**config.mk**
```make
export PLATFORM = sky130hd
export DESIGN_NAME = active_expired_priority_run_queue_flat
export DESIGN_NICKNAME = d
export VERILOG_FILES = /design/src/sv/arq_pkg.sv /design/src/sv/arq_if.sv /design/src/sv/arq_ram.sv /design/src/sv/arq_pick.sv /design/src/sv/active_expired_priority_run_queue.sv /design/src/flat_wrapper.sv
export SDC_FILE = /design/constraint.sdc
export NUM_CORES = 2
export LEC_CHECK = 0
export BUFFER_PORTS_ARGS = -buffer_cell sky130_fd_sc_hd__buf_2
export CAP_MARGIN = 20
export CORE_ASPECT_RATIO = 1.4
export CORE_MARGIN = 4
export CORE_UTILIZATION = 47
export DETAILED_ROUTE_END_ITERATION = 7
export SLEW_MARGIN = 20
export SYNTH_ARGS = -nofsm -noshare
export SYNTH_HDL_FRONTEND = slang
export SYNTH_SLANG_ARGS = --single-unit
```
**constraint.sdc**
```tcl
create_clock -name clk -period 6.1 [get_ports clk]
set_clock_uncertainty 0.15 [all_clocks]
set_input_delay 0.61 -clock clk [delete_from_list [all_inputs] [get_ports clk]]
set_output_delay 0.61 -clock clk [all_outputs]
set_load 0.01 [all_outputs]
```
**src/sv/arq_pkg.sv**
```systemverilog
`timescale 1ns / 1ps
// ----------------------------------------------------------------------------
// arq_pkg
// shared constants, types and helpers of the active/expired run queue
// ----------------------------------------------------------------------------
package arq_pkg;

  localparam int MAX_LEVELS   = 8;
  localparam int QUEUE_DEPTH  = 16;
  localparam int MAX_PROCS    = 256;
  localparam int LEVELS_RESET = 4;

  localparam int NUM_FIFOS = 2 * MAX_LEVELS;
  localparam int Q_W       = $clog2(NUM_FIFOS);
  localparam int LVL_W     = $clog2(MAX_LEVELS);
  localparam int NL_W      = $clog2(MAX_LEVELS + 1);
  localparam int PTR_W     = $clog2(QUEUE_DEPTH);
  localparam int CNT_W     = $clog2(QUEUE_DEPTH + 1);
  localparam int META_W    = PTR_W + CNT_W;
  localparam int ID_W      = $clog2(MAX_PROCS);
  localparam int ENT_DEPTH = NUM_FIFOS * QUEUE_DEPTH;
  localparam int ENT_AW    = $clog2(ENT_DEPTH);

  // fixed field widths
  localparam int PID_W = 8;
  localparam int PRI_W = 4;
  localparam int SL_W  = 3;
  localparam int ST_W  = 2;
  localparam int CFG_W = 4;

  localparam logic MODE_ENQ = 1'b0;
  localparam logic MODE_DEQ = 1'b1;

  // raw code of the expired dynamic priority (-1)
  localparam logic [PRI_W-1:0] PRI_EXPIRED = 4'hF;

  typedef enum logic [ST_W-1:0] {
    ST_OK    = 2'd0,
    ST_EMPTY = 2'd1,
    ST_FULL  = 2'd2,
    ST_RANGE = 2'd3
  } status_t;

  typedef enum logic [2:0] {
    S_IDLE = 3'b001,
    S_META = 3'b010,
    S_OUT  = 3'b100
  } state_t;

  // target selection for one request
  typedef struct packed {
    logic [Q_W-1:0]   q;
    logic [LVL_W-1:0] level;
    logic             enq_ok;
    logic             expired;
    logic             deq_got;
    logic             swap;
  } pick_t;

  function automatic logic [Q_W-1:0] fifo_idx(input logic bank, input logic [LVL_W-1:0] lvl);
    fifo_idx = (bank ? Q_W'(MAX_LEVELS) : Q_W'(0)) + Q_W'(lvl);
  endfunction

endpackage

```
**src/sv/arq_if.sv**
```systemverilog
`timescale 1ns / 1ps
// ----------------------------------------------------------------------------
// arq channel interfaces
// request, result and configuration channels with valid/ready handshake
// ----------------------------------------------------------------------------
interface arq_in_if import arq_pkg::*; ();
  logic                    valid;
  logic                    ready;
  logic                    mode;
  logic [PID_W-1:0]        proc_id;
  logic signed [PRI_W-1:0] dynamic_priority;
  logic [PRI_W-1:0]        static_priority;

  modport source (output valid, mode, proc_id, dynamic_priority, static_priority,
                  input ready);
  modport sink   (input valid, mode, proc_id, dynamic_priority, static_priority,
                  output ready);
endinterface

interface arq_out_if import arq_pkg::*; ();
  logic             valid;
  logic             ready;
  logic [PID_W-1:0] served_id;
  logic [SL_W-1:0]  served_level;
  logic             to_expired;
  logic [ST_W-1:0]  status;
  logic             all_empty;

  modport source (output valid, served_id, served_level, to_expired, status, all_empty,
                  input ready);
  modport sink   (input valid, served_id, served_level, to_expired, status, all_empty,
                  output ready);
endinterface

interface arq_cfg_if import arq_pkg::*; ();
  logic             valid;
  logic             ready;
  logic [CFG_W-1:0] levels_in_use;

  modport source (output valid, levels_in_use, input ready);
  modport sink   (input valid, levels_in_use, output ready);
endinterface

```
**src/sv/arq_ram.sv**
```systemverilog
`timescale 1ns / 1ps
// ----------------------------------------------------------------------------
// arq_ram
// generic single-write, single-read ram with registered read data
// ----------------------------------------------------------------------------
module arq_ram #(
  parameter int WIDTH = 8,
  parameter int DEPTH = 16
) (
  input  logic                     clk,
  input  logic                     we,
  input  logic [$clog2(DEPTH)-1:0] waddr,
  input  logic [WIDTH-1:0]         wdata,
  input  logic                     re,
  input  logic [$clog2(DEPTH)-1:0] raddr,
  output logic [WIDTH-1:0]         rdata
);

  logic [WIDTH-1:0] mem [DEPTH];

  always_ff @(posedge clk) begin
    if (we) begin
      mem[waddr] <= wdata;
    end
    if (re) begin
      rdata <= mem[raddr];
    end
  end

endmodule

```
**src/sv/arq_pick.sv**
```systemverilog
`timescale 1ns / 1ps
// ----------------------------------------------------------------------------
// arq_pick
// picks the fifo a request works on from the non-empty flags
// ----------------------------------------------------------------------------
module arq_pick import arq_pkg::*; (
  input  logic [NUM_FIFOS-1:0]  nonempty,
  input  logic [MAX_LEVELS-1:0] use_mask,
  input  logic [NL_W-1:0]       n_used,
  input  logic                  active_bank,
  input  logic                  mode,
  input  logic [PRI_W-1:0]      dyn_pri,
  input  logic [PRI_W-1:0]      stat_pri,
  output pick_t                 pick
);

  logic [MAX_LEVELS-1:0] act_hit;
  logic [MAX_LEVELS-1:0] oth_hit;
  logic [LVL_W-1:0]      act_lvl;
  logic [LVL_W-1:0]      oth_lvl;
  logic                  deq_bank;
  logic [LVL_W-1:0]      deq_lvl;
  logic                  enq_bank;
  logic [LVL_W-1:0]      enq_lvl;

  // highest non-empty level in use of each bank
  always_comb begin
    act_lvl = '0;
    oth_lvl = '0;
    for (int l = 0; l < MAX_LEVELS; l++) begin
      act_hit[l] = nonempty[fifo_idx(active_bank, LVL_W'(l))] & use_mask[l];
      oth_hit[l] = nonempty[fifo_idx(~active_bank, LVL_W'(l))] & use_mask[l];
      if (act_hit[l]) act_lvl = LVL_W'(l);
      if (oth_hit[l]) oth_lvl = LVL_W'(l);
    end
  end

  always_comb begin
    // dequeue side
    pick.swap    = ~|act_hit;
    pick.deq_got = (|act_hit) | (|oth_hit);
    deq_bank     = pick.swap ? ~active_bank : active_bank;
    deq_lvl      = pick.swap ? oth_lvl : act_lvl;

    // enqueue side
    pick.expired = 1'b0;
    pick.enq_ok  = 1'b0;
    enq_bank     = active_bank;
    enq_lvl      = '0;
    if (!dyn_pri[PRI_W-1]) begin
      pick.enq_ok = {1'b0, dyn_pri[PRI_W-2:0]} < PRI_W'(n_used);
      enq_lvl     = LVL_W'(dyn_pri[PRI_W-2:0]);
    end else if (dyn_pri == PRI_EXPIRED) begin
      pick.expired = 1'b1;
      enq_bank     = ~active_bank;
      pick.enq_ok  = (stat_pri != '0) && (stat_pri <= PRI_W'(n_used));
      enq_lvl      = LVL_W'(stat_pri - PRI_W'(1));
    end

    if (mode == MODE_DEQ) begin
      pick.q     = fifo_idx(deq_bank, deq_lvl);
      pick.level = deq_lvl;
    end else begin
      pick.q     = fifo_idx(enq_bank, enq_lvl);
      pick.level = enq_lvl;
    end
  end

endmodule

```
**src/sv/active_expired_priority_run_queue.sv**
```systemverilog
`timescale 1ns / 1ps
// ----------------------------------------------------------------------------
// active_expired_priority_run_queue
// two-bank multilevel run queue with per-level fifos held in ram
// ----------------------------------------------------------------------------
// Each request (enqueue or dequeue) gives one result and passes from
// acceptance to a result in the output register in order: the fifo pointer
// ram is read in the accept cycle (S_IDLE), the pointers are updated and the
// entry ram is written or read in S_META, and the result is loaded in S_OUT
// once the output register is free. The two dependent ram reads of a dequeue
// (pointers, then the id) set this sequence; the next request is taken once
// the result is loaded, even while it still waits on the output. Per-fifo
// valid bits make the pointer ram read as zero after reset, so there is no
// clearing pass; the entry ram is only read where the count says an entry is valid.
// ----------------------------------------------------------------------------
module active_expired_priority_run_queue import arq_pkg::*; (
  input  logic       clk,
  input  logic       rst_n,
  arq_in_if.sink     in_ch,
  arq_out_if.source  out_ch,
  arq_cfg_if.sink    cfg_ch
);

  state_t               state_r, state_nxt;
  logic                 active_bank_r;
  logic [CFG_W-1:0]     levels_r;
  logic [NUM_FIFOS-1:0] nonempty_r;   // fifo holds at least one id
  logic [NUM_FIFOS-1:0] meta_vld_r;   // pointer ram entry has been written

  // latched request
  logic                 req_mode_r;
  logic [PID_W-1:0]     req_pid_r;
  pick_t                pick_r;

  // result waiting for the output register
  status_t              res_status_r;
  logic [SL_W-1:0]      res_level_r;
  logic                 res_toexp_r;
  logic                 res_deq_r;

  // output register
  logic                 out_valid_r;
  logic [PID_W-1:0]     out_id_r;
  logic [SL_W-1:0]      out_level_r;
  logic                 out_toexp_r;
  status_t              out_status_r;
  logic                 out_empty_r;

  logic [NL_W-1:0]       n_used;
  logic [MAX_LEVELS-1:0] use_mask;
  pick_t                 pick;
  logic                  in_acc;
  logic                  out_load;

  // pointer ram
  logic [META_W-1:0] meta_rdata;
  logic [META_W-1:0] meta_wdata;
  logic              meta_we;
  logic [PTR_W-1:0]  m_head;
  logic [CNT_W-1:0]  m_count;
  logic [CNT_W:0]    tail_sum;
  logic [PTR_W-1:0]  tail;
  logic [PTR_W-1:0]  head_next;

  // entry ram
  logic              ent_we;
  logic              ent_re;
  logic [ENT_AW-1:0] ent_addr;
  logic [ID_W-1:0]   ent_rdata;

  // config register: always ready; the user writes it only while idle, the block does not enforce this
  assign cfg_ch.ready = 1'b1;

  always_ff @(posedge clk) begin
    if (!rst_n) begin
      levels_r <= CFG_W'(LEVELS_RESET);
    end else if (cfg_ch.valid) begin
      levels_r <= cfg_ch.levels_in_use;
    end
  end

  // levels in use, zero acts as one, clamp at the bank size
  always_comb begin
    if (levels_r == '0) begin
      n_used = NL_W'(1);
    end else if (levels_r > CFG_W'(MAX_LEVELS)) begin
      n_used = NL_W'(MAX_LEVELS);
    end else begin
      n_used = NL_W'(levels_r);
    end
    for (int l = 0; l < MAX_LEVELS; l++) begin
      use_mask[l] = NL_W'(l) < n_used;
    end
  end

  arq_pick u_pick (
    .nonempty    (nonempty_r),
    .use_mask    (use_mask),
    .n_used      (n_used),
    .active_bank (active_bank_r),
    .mode        (in_ch.mode),
    .dyn_pri     (in_ch.dynamic_priority),
    .stat_pri    (in_ch.static_priority),
    .pick        (pick)
  );

  assign in_ch.ready = (state_r == S_IDLE);
  assign in_acc      = in_ch.valid && in_ch.ready;
  assign out_load    = (state_r == S_OUT) && (!out_valid_r || out_ch.ready);

  // pointer fields, an unwritten entry reads as empty
  assign m_head  = meta_vld_r[pick_r.q] ? meta_rdata[META_W-1:CNT_W] : '0;
  assign m_count = meta_vld_r[pick_r.q] ? meta_rdata[CNT_W-1:0] : '0;

  // tail and next head wrap around the fifo depth
  assign tail_sum  = (CNT_W+1)'(m_head) + (CNT_W+1)'(m_count);
  assign tail      = (tail_sum >= (CNT_W+1)'(QUEUE_DEPTH))
                   ? PTR_W'(tail_sum - (CNT_W+1)'(QUEUE_DEPTH)) : PTR_W'(tail_sum);
  assign head_next = (m_head == PTR_W'(QUEUE_DEPTH - 1)) ? '0 : m_head + PTR_W'(1);

  // read-modify-write of the pointers in S_META
  always_comb begin
    meta_we    = 1'b0;
    meta_wdata = {m_head, m_count};
    ent_we     = 1'b0;
    ent_re     = 1'b0;
    ent_addr   = ENT_AW'(pick_r.q) * ENT_AW'(QUEUE_DEPTH) + ENT_AW'(tail);
    if (state_r == S_META) begin
      if (req_mode_r == MODE_ENQ) begin
        if (pick_r.enq_ok && (m_count < CNT_W'(QUEUE_DEPTH))) begin
          meta_we    = 1'b1;
          meta_wdata = {m_head, m_count + CNT_W'(1)};
          ent_we     = 1'b1;
        end
      end else if (pick_r.deq_got) begin
        meta_we    = 1'b1;
        meta_wdata = {head_next, m_count - CNT_W'(1)};
        ent_re     = 1'b1;
        ent_addr   = ENT_AW'(pick_r.q) * ENT_AW'(QUEUE_DEPTH) + ENT_AW'(m_head);
      end
    end
  end

  arq_ram #(
    .WIDTH (META_W),
    .DEPTH (NUM_FIFOS)
  ) u_meta_ram (
    .clk   (clk),
    .we    (meta_we),
    .waddr (pick_r.q),
    .wdata (meta_wdata),
    .re    (in_acc),
    .raddr (pick.q),
    .rdata (meta_rdata)
  );

  arq_ram #(
    .WIDTH (ID_W),
    .DEPTH (ENT_DEPTH)
  ) u_entry_ram (
    .clk   (clk),
    .we    (ent_we),
    .waddr (ent_addr),
    .wdata (ID_W'(req_pid_r)),
    .re    (ent_re),
    .raddr (ent_addr),
    .rdata (ent_rdata)
  );

  // sequencer
  always_comb begin
    state_nxt = state_r;
    case (state_r)
      S_IDLE:  if (in_acc) state_nxt = S_META;
      S_META:  state_nxt = S_OUT;
      S_OUT:   if (out_load) state_nxt = S_IDLE;
      default: state_nxt = S_IDLE;
    endcase
  end

  always_ff @(posedge clk) begin
    if (!rst_n) begin
      state_r       <= S_IDLE;
      active_bank_r <= 1'b0;
      nonempty_r    <= '0;
      meta_vld_r    <= '0;
    end else begin
      state_r <= state_nxt;
      // a dequeue that finds the active bank empty swaps the banks
      if (in_acc && (in_ch.mode == MODE_DEQ) && pick.swap) begin
        active_bank_r <= ~active_bank_r;
      end
      if (meta_we) begin
        meta_vld_r[pick_r.q] <= 1'b1;
        nonempty_r[pick_r.q] <= (meta_wdata[CNT_W-1:0] != '0);
      end
    end
  end

  // request latch
  always_ff @(posedge clk) begin
    if (in_acc) begin
      req_mode_r <= in_ch.mode;
      req_pid_r  <= in_ch.proc_id;
      pick_r     <= pick;
    end
  end

  // result fields decided in the pointer cycle
  always_ff @(posedge clk) begin
    if (state_r == S_META) begin
      if (req_mode_r == MODE_ENQ) begin
        res_deq_r <= 1'b0;
        if (!pick_r.enq_ok) begin
          res_status_r <= ST_RANGE;
          res_level_r  <= '0;
          res_toexp_r  <= 1'b0;
        end else if (m_count >= CNT_W'(QUEUE_DEPTH)) begin
          res_status_r <= ST_FULL;
          res_level_r  <= SL_W'(pick_r.level);
          res_toexp_r  <= 1'b0;
        end else begin
          res_status_r <= ST_OK;
          res_level_r  <= SL_W'(pick_r.level);
          res_toexp_r  <= pick_r.expired;
        end
      end else if (pick_r.deq_got) begin
        res_status_r <= ST_OK;
        res_level_r  <= SL_W'(pick_r.level);
        res_toexp_r  <= 1'b0;
        res_deq_r    <= 1'b1;
      end else begin
        res_status_r <= ST_EMPTY;
        res_level_r  <= '0;
        res_toexp_r  <= 1'b0;
        res_deq_r    <= 1'b0;
      end
    end
  end

  // output register, the popped id comes straight from the entry ram
  always_ff @(posedge clk) begin
    if (!rst_n) begin
      out_valid_r <= 1'b0;
    end else if (out_load) begin
      out_valid_r <= 1'b1;
    end else if (out_ch.ready) begin
      out_valid_r <= 1'b0;
    end
  end

  always_ff @(posedge clk) begin
    if (out_load) begin
      out_id_r     <= res_deq_r ? PID_W'(ent_rdata) : '0;
      out_level_r  <= res_level_r;
      out_toexp_r  <= res_toexp_r;
      out_status_r <= res_status_r;
      out_empty_r  <= ~|(nonempty_r & {use_mask, use_mask});
    end
  end

  assign out_ch.valid        = out_valid_r;
  assign out_ch.served_id    = out_id_r;
  assign out_ch.served_level = out_level_r;
  assign out_ch.to_expired   = out_toexp_r;
  assign out_ch.status       = out_status_r;
  assign out_ch.all_empty    = out_empty_r;

endmodule

```
**src/flat_wrapper.sv**
```systemverilog
// flat-port wrapper written by rule: the top's interface ports become plain ports
module active_expired_priority_run_queue_flat import arq_pkg::*;
  (clk, rst_n, in_ch_valid, in_ch_mode, in_ch_proc_id, in_ch_dynamic_priority, in_ch_static_priority, in_ch_ready, out_ch_valid, out_ch_served_id, out_ch_served_level, out_ch_to_expired, out_ch_status, out_ch_all_empty, out_ch_ready, cfg_ch_valid, cfg_ch_levels_in_use, cfg_ch_ready);
  arq_in_if in_ch_i ();
  arq_out_if out_ch_i ();
  arq_cfg_if cfg_ch_i ();
  input  logic clk;
  input  logic rst_n;
  input wire logic [$bits(in_ch_i.valid)-1:0] in_ch_valid;
  input wire logic [$bits(in_ch_i.mode)-1:0] in_ch_mode;
  input wire logic [$bits(in_ch_i.proc_id)-1:0] in_ch_proc_id;
  input wire logic [$bits(in_ch_i.dynamic_priority)-1:0] in_ch_dynamic_priority;
  input wire logic [$bits(in_ch_i.static_priority)-1:0] in_ch_static_priority;
  output wire logic [$bits(in_ch_i.ready)-1:0] in_ch_ready;
  output wire logic [$bits(out_ch_i.valid)-1:0] out_ch_valid;
  output wire logic [$bits(out_ch_i.served_id)-1:0] out_ch_served_id;
  output wire logic [$bits(out_ch_i.served_level)-1:0] out_ch_served_level;
  output wire logic [$bits(out_ch_i.to_expired)-1:0] out_ch_to_expired;
  output wire logic [$bits(out_ch_i.status)-1:0] out_ch_status;
  output wire logic [$bits(out_ch_i.all_empty)-1:0] out_ch_all_empty;
  input wire logic [$bits(out_ch_i.ready)-1:0] out_ch_ready;
  input wire logic [$bits(cfg_ch_i.valid)-1:0] cfg_ch_valid;
  input wire logic [$bits(cfg_ch_i.levels_in_use)-1:0] cfg_ch_levels_in_use;
  output wire logic [$bits(cfg_ch_i.ready)-1:0] cfg_ch_ready;
  assign in_ch_i.valid = in_ch_valid;
  assign in_ch_i.mode = in_ch_mode;
  assign in_ch_i.proc_id = in_ch_proc_id;
  assign in_ch_i.dynamic_priority = in_ch_dynamic_priority;
  assign in_ch_i.static_priority = in_ch_static_priority;
  assign in_ch_ready = in_ch_i.ready;
  assign out_ch_valid = out_ch_i.valid;
  assign out_ch_served_id = out_ch_i.served_id;
  assign out_ch_served_level = out_ch_i.served_level;
  assign out_ch_to_expired = out_ch_i.to_expired;
  assign out_ch_status = out_ch_i.status;
  assign out_ch_all_empty = out_ch_i.all_empty;
  assign out_ch_i.ready = out_ch_ready;
  assign cfg_ch_i.valid = cfg_ch_valid;
  assign cfg_ch_i.levels_in_use = cfg_ch_levels_in_use;
  assign cfg_ch_ready = cfg_ch_i.ready;
  active_expired_priority_run_queue u_core (.clk(clk), .rst_n(rst_n), .in_ch(in_ch_i), .out_ch(out_ch_i), .cfg_ch(cfg_ch_i));
endmodule
```
# ---- Yosys cells after proc, flatten, opt, wreduce, memory -nomap -nowiden
# Memories as Yosys holds them, arrays and structs flattened. A register that Yosys moved wholly into a read port is not among the register bits.
# Index checks and enable logic that the tools add are counted.
dict set report totals {
  register_bits 82
  ramBits 2192
  in_bits 26
  out_inout_bits 18
  wordCells 229
  memories 2
}
dict set report classes {
  addsub 24
  order_cmp 32
  n_eq_ne 7
  mux 101
  bitwise 21
  n_reduce_logical 20
}
# name depth width read_ports rd_ports_with_merged_regs wr line
set mem_list {}
lappend mem_list {u_core.u_entry_ram.mem 256 8 1 1 1 arq_ram.sv:19} ;# logic [WIDTH-1:0] mem [DEPTH];
lappend mem_list {u_core.u_meta_ram.mem 16 9 1 1 1 arq_ram.sv:19}
# operator count
set ops {}
lappend ops {{< comparator 4 x 5 -> 1 bit, second input constant} 17}
lappend ops {{binary-select mux 1 bit (select 4 bit)} 17}
lappend ops {{2-to-1 mux 3 bit} 19}
lappend ops {{2-to-1 mux 1 bit} 39}
lappend ops {{2-to-1 mux 4 bit} 9}
lappend ops {{adder 4 x 3 -> 4 bit, second input constant} 8}
lappend ops {{2-to-1 mux 9 bit} 3}
lappend ops {{2-to-1 mux 8 bit} 3}
lappend ops {{adder 4 x 2 -> 4 bit, second input constant} 4}
lappend ops {{adder 8 x 4 -> 8 bit} 2}
lappend ops {{AND 1 bit} 16}
lappend ops {{AND 16 bit} 1}
lappend ops {{bitwise mux 16 bit} 1}
lappend ops {{< comparator 3 x 4 -> 1 bit, first input constant} 4}
lappend ops {{bitwise OR 16 bit} 1}
lappend ops {{OR reduction 16 bit} 1}
lappend ops {{OR reduction 8 bit} 2}
lappend ops {{adder 4 x 1 -> 4 bit, second input constant} 3}
lappend ops {{2-to-1 mux 2 bit} 5}
lappend ops {{2-to-1 mux 5 bit} 2}
lappend ops {{case mux 3 bit (3 select lines)} 1}
lappend ops {{adder 4 x 3 -> 4 bit} 2}
lappend ops {{equality test 4 bit, second input constant} 2}
lappend ops {{< comparator 1 x 4 -> 1 bit, first input constant} 2}
lappend ops {{other kinds (31)} 41}

# ---- Depth between registers and ports, before layout
dict set report logic_depth {
  depth_word 15
  mapped_depth 23
}

# ---- By module
# A second synthesis with hierarchy kept.
dict set report unflattened {
  cells_unflattened 4438
  area_unflattened_um2 90041.4
}
# mod instances cells_per_inst area_each_um2 seq_area_each_um2
set by_module_without_submodules {}
lappend by_module_without_submodules {{arq_ram (u_core.u_entry_ram)} 1 3733 79636.4 61739.2}
lappend by_module_without_submodules {{arq_ram (u_core.u_meta_ram)} 1 254 5870.6 4594.4}
lappend by_module_without_submodules {active_expired_priority_run_queue 1 354 3804.9 2052.0}
lappend by_module_without_submodules {arq_pick 1 97 729.4 0.0}

# ---- Worst setup path after synthesis
# No wires, ideal clock.
dict set report synth_path {
  path_kind {flip-flop to flip-flop}
  start {register u_core.pick_r[5] (netlist name)}
  end {memory u_core.u_entry_ram.mem[476][0] (netlist: u_core.u_entry_ram.mem[238][0]) (enable)}
  setup_time_ns 0.370
  t_arrival_ns 4.488
  t_required_ns 5.580
  slack_ns 1.092
  path_stages_with_launch 20
  n_path_buf 6
  synth_period_minus_slack_ns 5.008
  cell_sequence {edfxtp_1 > buf_4 > buf_6 > mux2i_1 > a21oi_2 > a32oi_1 > buf_2 > nor2_1 > ha_1 > or2_2 > and3_1 > nor4_1 > or3_1 > buf_2 > nand2_1 > nor2_1 > clkbuf_1 > nand2_1 > clkbuf_1 > nor2_1}
}
# item line
set synth_rtl {}
lappend synth_rtl {{end: declaration} arq_ram.sv:19}

==> flow_summary.rst <==
.. list-table::
   :header-rows: 1

   * - Metric
     - Value
   * - # IOs
     - 44
   * - Crit share post-route
     - 100%
   * - Net Count, Synth
     - 6522
   * - Global-route usage over all layers
     - 34.0%
   * - Worst Tran Pin Value
     - 1.34 ns
   * - Combinational cell fraction of total power
     - 20.0%
   * - Total count of max-transition violations in the final report
     - 0
   * - Detailed Route Iter0 Violations
     - 9407
   * - Crit Path Max Fanout
     - 13
   * - Unrepaired setup endpoints after global routing
     - no
   * - Insertion delay of the later-clocked pin in the worst-skew pair
     - 0.92 ns
   * - Number of instances in the synthesized netlist
     - 6482
   * - Estimated wirelength of the detail-placed design
     - 231000 um
   * - Clock sink count
     - 2288
   * - Standard-cell rows
     - 191
   * - Std-Cell Core Area
     - 194000 sq um
   * - Maximum number of pins on one net before global-route repair
     - 175
   * - Number of flip-flops and latches in the synthesized netlist
     - 2288
   * - Outcome
     - complete, but fails checks
   * - IO buf count
     - 42
   * - Number of global-route vias before repair
     - 59777
   * - Power Density
     - 361 nW/um^2
   * - Clock-pin transition on the worst setup and hold timing paths
     - 0.06 ns
   * - Wire length reported by the detailed router
     - 351000 um
   * - First-pass GRT wire length
     - 481000 um
   * - Multi-input logic area
     - 21800 sq um
   * - Antenna violations before repair
     - 26
   * - Final number of hold-violating endpoints
     - 0
   * - Overflow after GRT
     - 0
   * - Count of endpoints failing setup in the final report
     - 1
   * - Sw Ratio
     - 30.1%
   * - Fin worst setup slack
     - -0.0105 ns
   * - Fraction of registers with async set or reset after synthesis
     - 0%
   * - Maximum buffer depth of the clock tree
     - 4
   * - Clock tree from TritonCTS
     - yes
   * - Critical Path Source Type
     - flop
   * - DP Worst Slack
     - -0.117 ns
   * - Die height
     - 531 um
   * - WHS Endpoint
     - u_core.levels_r[2]
   * - Hold Path Depth
     - 2
   * - Worst path required time
     - 6.54 ns
   * - Path class of the lowest-slack min-delay path
     - in -> reg
   * - Total leakage power
     - 37.3 nW
   * - Worst reg2reg setup slack
     - -0.01 ns
   * - H-tree depth
     - 4
   * - Fmax
     - 164 MHz
   * - Path depth of the worst reg2reg path
     - 18
   * - Endpoint type of the worst setup path
     - flop
   * - Hold path startpoint
     - rst_n
   * - Number of buffers created by CTS
     - 217
   * - Number of synthesis warnings
     - 0
   * - Origin of the critical flop-to-flop path
     - u_core.pick_r[5]
   * - Portion of total power attributed to the clock network
     - 34.9%
   * - Weighted congestion reported at the end of routability-driven placement
     - 1.05
   * - Number of iterations in the first detailed-routing pass
     - 7
   * - Antenna-violating nets left
     - 0
   * - Violations in the final reports
     - negative setup slack
   * - Peak VDD IR
     - 0.266 mV
   * - Die X
     - 382 um
   * - Area added between synthesis and finish
     - 16.4%
   * - Effective utilization at floorplan
     - 47.4%
   * - Min Clock Period, post-route
     - 6.11 ns
   * - Drt wl/cell
     - 35.6 um
   * - Destination of the worst register-to-register timing path
     - u_core.u_entry_ram.rdata[1]
   * - Library cell used as clock root buffer
     - sky130_fd_sc_hd__clkbuf_16
   * - Syn Std Cell Area
     - 91800 sq um
   * - Count of fill cells added during filler insertion
     - 15758
   * - Synthesized area per cell
     - 14.2 sq um
   * - Number of vias in the routed layout
     - 62832
   * - Hold slack
     - 0.102 ns
   * - Maxcap violations
     - 0
   * - Net switching component of the power
     - 11.6 mW
   * - Share of synthesized area occupied by flip-flops and latches
     - 74.4%
   * - Via count normalized by instance count
     - 6.39
   * - Final total power
     - 38.6 mW
   * - Nets
     - 7073
   * - Setup total negative slack
     - -0.0105 ns
   * - Share of post-route cells with drive strength above 1
     - 15.8%
   * - Internal power contribution
     - 27.0 mW
   * - Arrival time worst endpoint
     - 6.56 ns
   * - Leading register cell type out of synthesis
     - sky130_fd_sc_hd__edfxtp_1
   * - Category of the critical setup timing path
     - reg -> reg
   * - Worst-case headroom to the max-slew limit
     - 10.5%
   * - Storage cell area
     - 68300 sq um
   * - Area of the die
     - 203000 sq um
   * - Post-synth EDFFs
     - 2247
   * - DRC Markers
     - 0
   * - Flop pwr share
     - 45.1%
   * - Yosys cell types
     - 94
## per-layer routing
layer | wire length [um] | GRT usage, % | up-vias
met5 | 100 | 0.285 | -
met4 | 33900 | 27.0 | 10
met3 | 38600 | 9.18 | 1248
met2 | 161000 | 53.3 | 4294
met1 | 117000 | 39.7 | 31568
li1 | - | - | 25712
## layout by cell type (no fill, tap or decap), types with 12 or more instances in the layout
cell                            Yosys  final
sky130_fd_sc_hd__inv_1             41     41
sky130_fd_sc_hd__dfxtp_1           41     41
sky130_fd_sc_hd__diode_2            0     24
sky130_fd_sc_hd__dlygate4sd3_1      0     19
sky130_fd_sc_hd__a31oi_1           81     80
sky130_fd_sc_hd__o21a_1            21     20
sky130_fd_sc_hd__buf_12             0     69
sky130_fd_sc_hd__bufinv_16          0     21
sky130_fd_sc_hd__clkinv_1           1     46
sky130_fd_sc_hd__o2111ai_1         22     22
sky130_fd_sc_hd__edfxtp_1        2247   2247
sky130_fd_sc_hd__o2111a_1          12     12
sky130_fd_sc_hd__nor3_1            46     39
sky130_fd_sc_hd__o32ai_1           12     12
sky130_fd_sc_hd__buf_4             15    612
sky130_fd_sc_hd__nand3_1          479    477
sky130_fd_sc_hd__nor2_1           364    357
sky130_fd_sc_hd__o221ai_1          15     15
sky130_fd_sc_hd__a32oi_1          101    100
sky130_fd_sc_hd__a211oi_1          84     81
sky130_fd_sc_hd__a21oi_1          130    125
sky130_fd_sc_hd__nand4_1          138    138
sky130_fd_sc_hd__ha_1              13     13
sky130_fd_sc_hd__nand2_1         1357   1355
sky130_fd_sc_hd__buf_2            203     42
sky130_fd_sc_hd__mux2i_1          428    428
sky130_fd_sc_hd__clkinv_2           0     43
sky130_fd_sc_hd__and2_1            17     17
sky130_fd_sc_hd__o22ai_1           43     42
sky130_fd_sc_hd__a311oi_1          19     18
sky130_fd_sc_hd__nor4_1            20     17
sky130_fd_sc_hd__o21ai_0           56     54
sky130_fd_sc_hd__o211a_1           19     17
sky130_fd_sc_hd__a22oi_1           24     24
sky130_fd_sc_hd__clkbuf_16          0    221
sky130_fd_sc_hd__mux4_2            24     24
sky130_fd_sc_hd__clkbuf_1         139     45
sky130_fd_sc_hd__o211ai_1          28     28
## cells by family after synthesis
group                      count (synthesis)  share of synthesized area (%)
AOI/OAI and AO/OA                        763                           6.05
xor gates and xnor gates                  10                         0.0954
adders and majority gates                 15                          0.210
buffers and inverters                    454                           2.24
DFF                                     2288                           74.4
muxes                                    463                           5.39
other                                      1                        0.00408
and+or+nand+nor                         2488                           11.6
## layout make-up
| cell class | instances | area share [%] |
|---|---|---|
| diodes | 24 | 0.0562 |
| clock buffers | 269 | 5.37 |
| clock inverters | 123 | 1.10 |
| inverters | 43 | 0.151 |
| multi-input cells | 3740 | 20.4 |
| flip-flops and latches | 2288 | 63.9 |
| well taps | 2605 | 3.05 |
| repair buffers | 743 | 5.98 |
## cell usage after synthesis, types with 13 or more instances
library cell	instances	area share, %
sky130_fd_sc_hd__buf_4	15	0.12
sky130_fd_sc_hd__inv_1	41	0.17
sky130_fd_sc_hd__nand3_1	479	2.6
sky130_fd_sc_hd__nor4_1	20	0.14
sky130_fd_sc_hd__a22oi_1	24	0.20
sky130_fd_sc_hd__o211a_1	19	0.21
sky130_fd_sc_hd__buf_1	47	0.19
sky130_fd_sc_hd__o211ai_1	28	0.23
sky130_fd_sc_hd__o21a_1	21	0.17
sky130_fd_sc_hd__a211oi_1	84	0.69
sky130_fd_sc_hd__and2_1	17	0.12
sky130_fd_sc_hd__a31oi_1	81	0.55
sky130_fd_sc_hd__a32oi_1	101	0.96
sky130_fd_sc_hd__ha_1	13	0.18
sky130_fd_sc_hd__o2111ai_1	22	0.21
sky130_fd_sc_hd__nor3_1	46	0.25
sky130_fd_sc_hd__o22ai_1	43	0.29
sky130_fd_sc_hd__edfxtp_1	2247	73
sky130_fd_sc_hd__o21ai_0	56	0.31
sky130_fd_sc_hd__dfxtp_1	41	0.89
sky130_fd_sc_hd__nor2_1	364	1.5
sky130_fd_sc_hd__mux4_2	24	0.59
sky130_fd_sc_hd__clkbuf_1	139	0.57
sky130_fd_sc_hd__a311oi_1	19	0.18
sky130_fd_sc_hd__mux2i_1	428	4.7
sky130_fd_sc_hd__nand4_1	138	0.94
sky130_fd_sc_hd__buf_2	203	1.1
sky130_fd_sc_hd__a21oi_1	130	0.71
sky130_fd_sc_hd__o221ai_1	15	0.14
sky130_fd_sc_hd__nand2_1	1357	5.5
## registers in the layout, summed over array words and instances, names as in the netlist, 3 cells and up
register                    count
u_core.u_entry_ram.mem       2048
u_core.u_meta_ram.mem         144
u_core.meta_vld_r              16
u_core.nonempty_r              16
u_core.u_meta_ram.rdata         9
u_core.out_ch.served_id         8
u_core.req_pid_r                8
u_core.u_entry_ram.rdata        8
u_core.pick_r                   7
u_core.levels_r                 4
u_core.out_ch.served_level      3
u_core.res_level_r              3
u_core.state_r                  3
## metrics by stage
step           util (%)  area (sq um)  std cells
2_1_floorplan         -         91800       6482
3_3_place_gp       51.4         99600       9397
3_5_place_dp       51.4         99600       9397
4_1_cts            55.1        107000       9808
5_1_grt            55.1        107000       9819
6_report           55.2        107000       9835
## worst max-delay path, stage by stage (launching register included)
cell                        delay, ns
sky130_fd_sc_hd__edfxtp_1        0.34
sky130_fd_sc_hd__buf_4           0.20
sky130_fd_sc_hd__mux2i_1         0.33
sky130_fd_sc_hd__a221oi_4        0.15
sky130_fd_sc_hd__a32oi_2         0.41
sky130_fd_sc_hd__nor2_1          0.19
sky130_fd_sc_hd__ha_1            0.28
sky130_fd_sc_hd__fa_1            0.60
sky130_fd_sc_hd__a32o_2          0.30
sky130_fd_sc_hd__a21o_4          0.24
sky130_fd_sc_hd__buf_12          0.19
sky130_fd_sc_hd__nand2_1         0.41
sky130_fd_sc_hd__buf_4           0.36
sky130_fd_sc_hd__o32a_1          0.29
sky130_fd_sc_hd__o211ai_1        0.34
sky130_fd_sc_hd__o2111ai_1       0.32
sky130_fd_sc_hd__o31ai_2         0.42
sky130_fd_sc_hd__buf_4           0.17
sky130_fd_sc_hd__nand4_1         0.08
## power groups by stage
stage	clock, mW	combinational, mW	sequential (mW)
floorplan	0	3.39	17.9
global placement	0	7.36	17.7
detailed placement	0	7.40	17.7
CTS	13.6	7.43	17.4
global route	14.2	7.81	17.4
finish	13.5	7.74	17.4
## what timing repair did
action                                 CTS  global route
endpoints found under the hold margin   16             0
buffers inserted                         0             1
gates resized for setup                  2            10
setup endpoints to repair                4             8
hold buffers                            19             0
pin swaps                                0             1
## worst max-delay path by stage
stage / startpoint / endpoint / slack, ns / depth (start not counted)
6_report: u_core.pick_r[5] / u_core.u_entry_ram.rdata[1] / -0.01 / 18
5_1_grt: u_core.pick_r[5] / u_core.u_entry_ram.rdata[1] / 0.009 / 18
4_1_cts: u_core.pick_r[5] / u_core.u_entry_ram.rdata[1] / 0.06 / 19
3_5_place_dp: u_core.pick_r[5] / u_core.u_entry_ram.rdata[6] / -0.12 / 17
3_3_place_gp: u_core.pick_r[5] / u_core.u_entry_ram.rdata[6] / -0.07 / 17
2_1_floorplan: u_core.pick_r[5] / u_core.u_entry_ram.mem[238][0] / 1.09 / 19
Note: power is estimated with default switching activity, not from simulation.
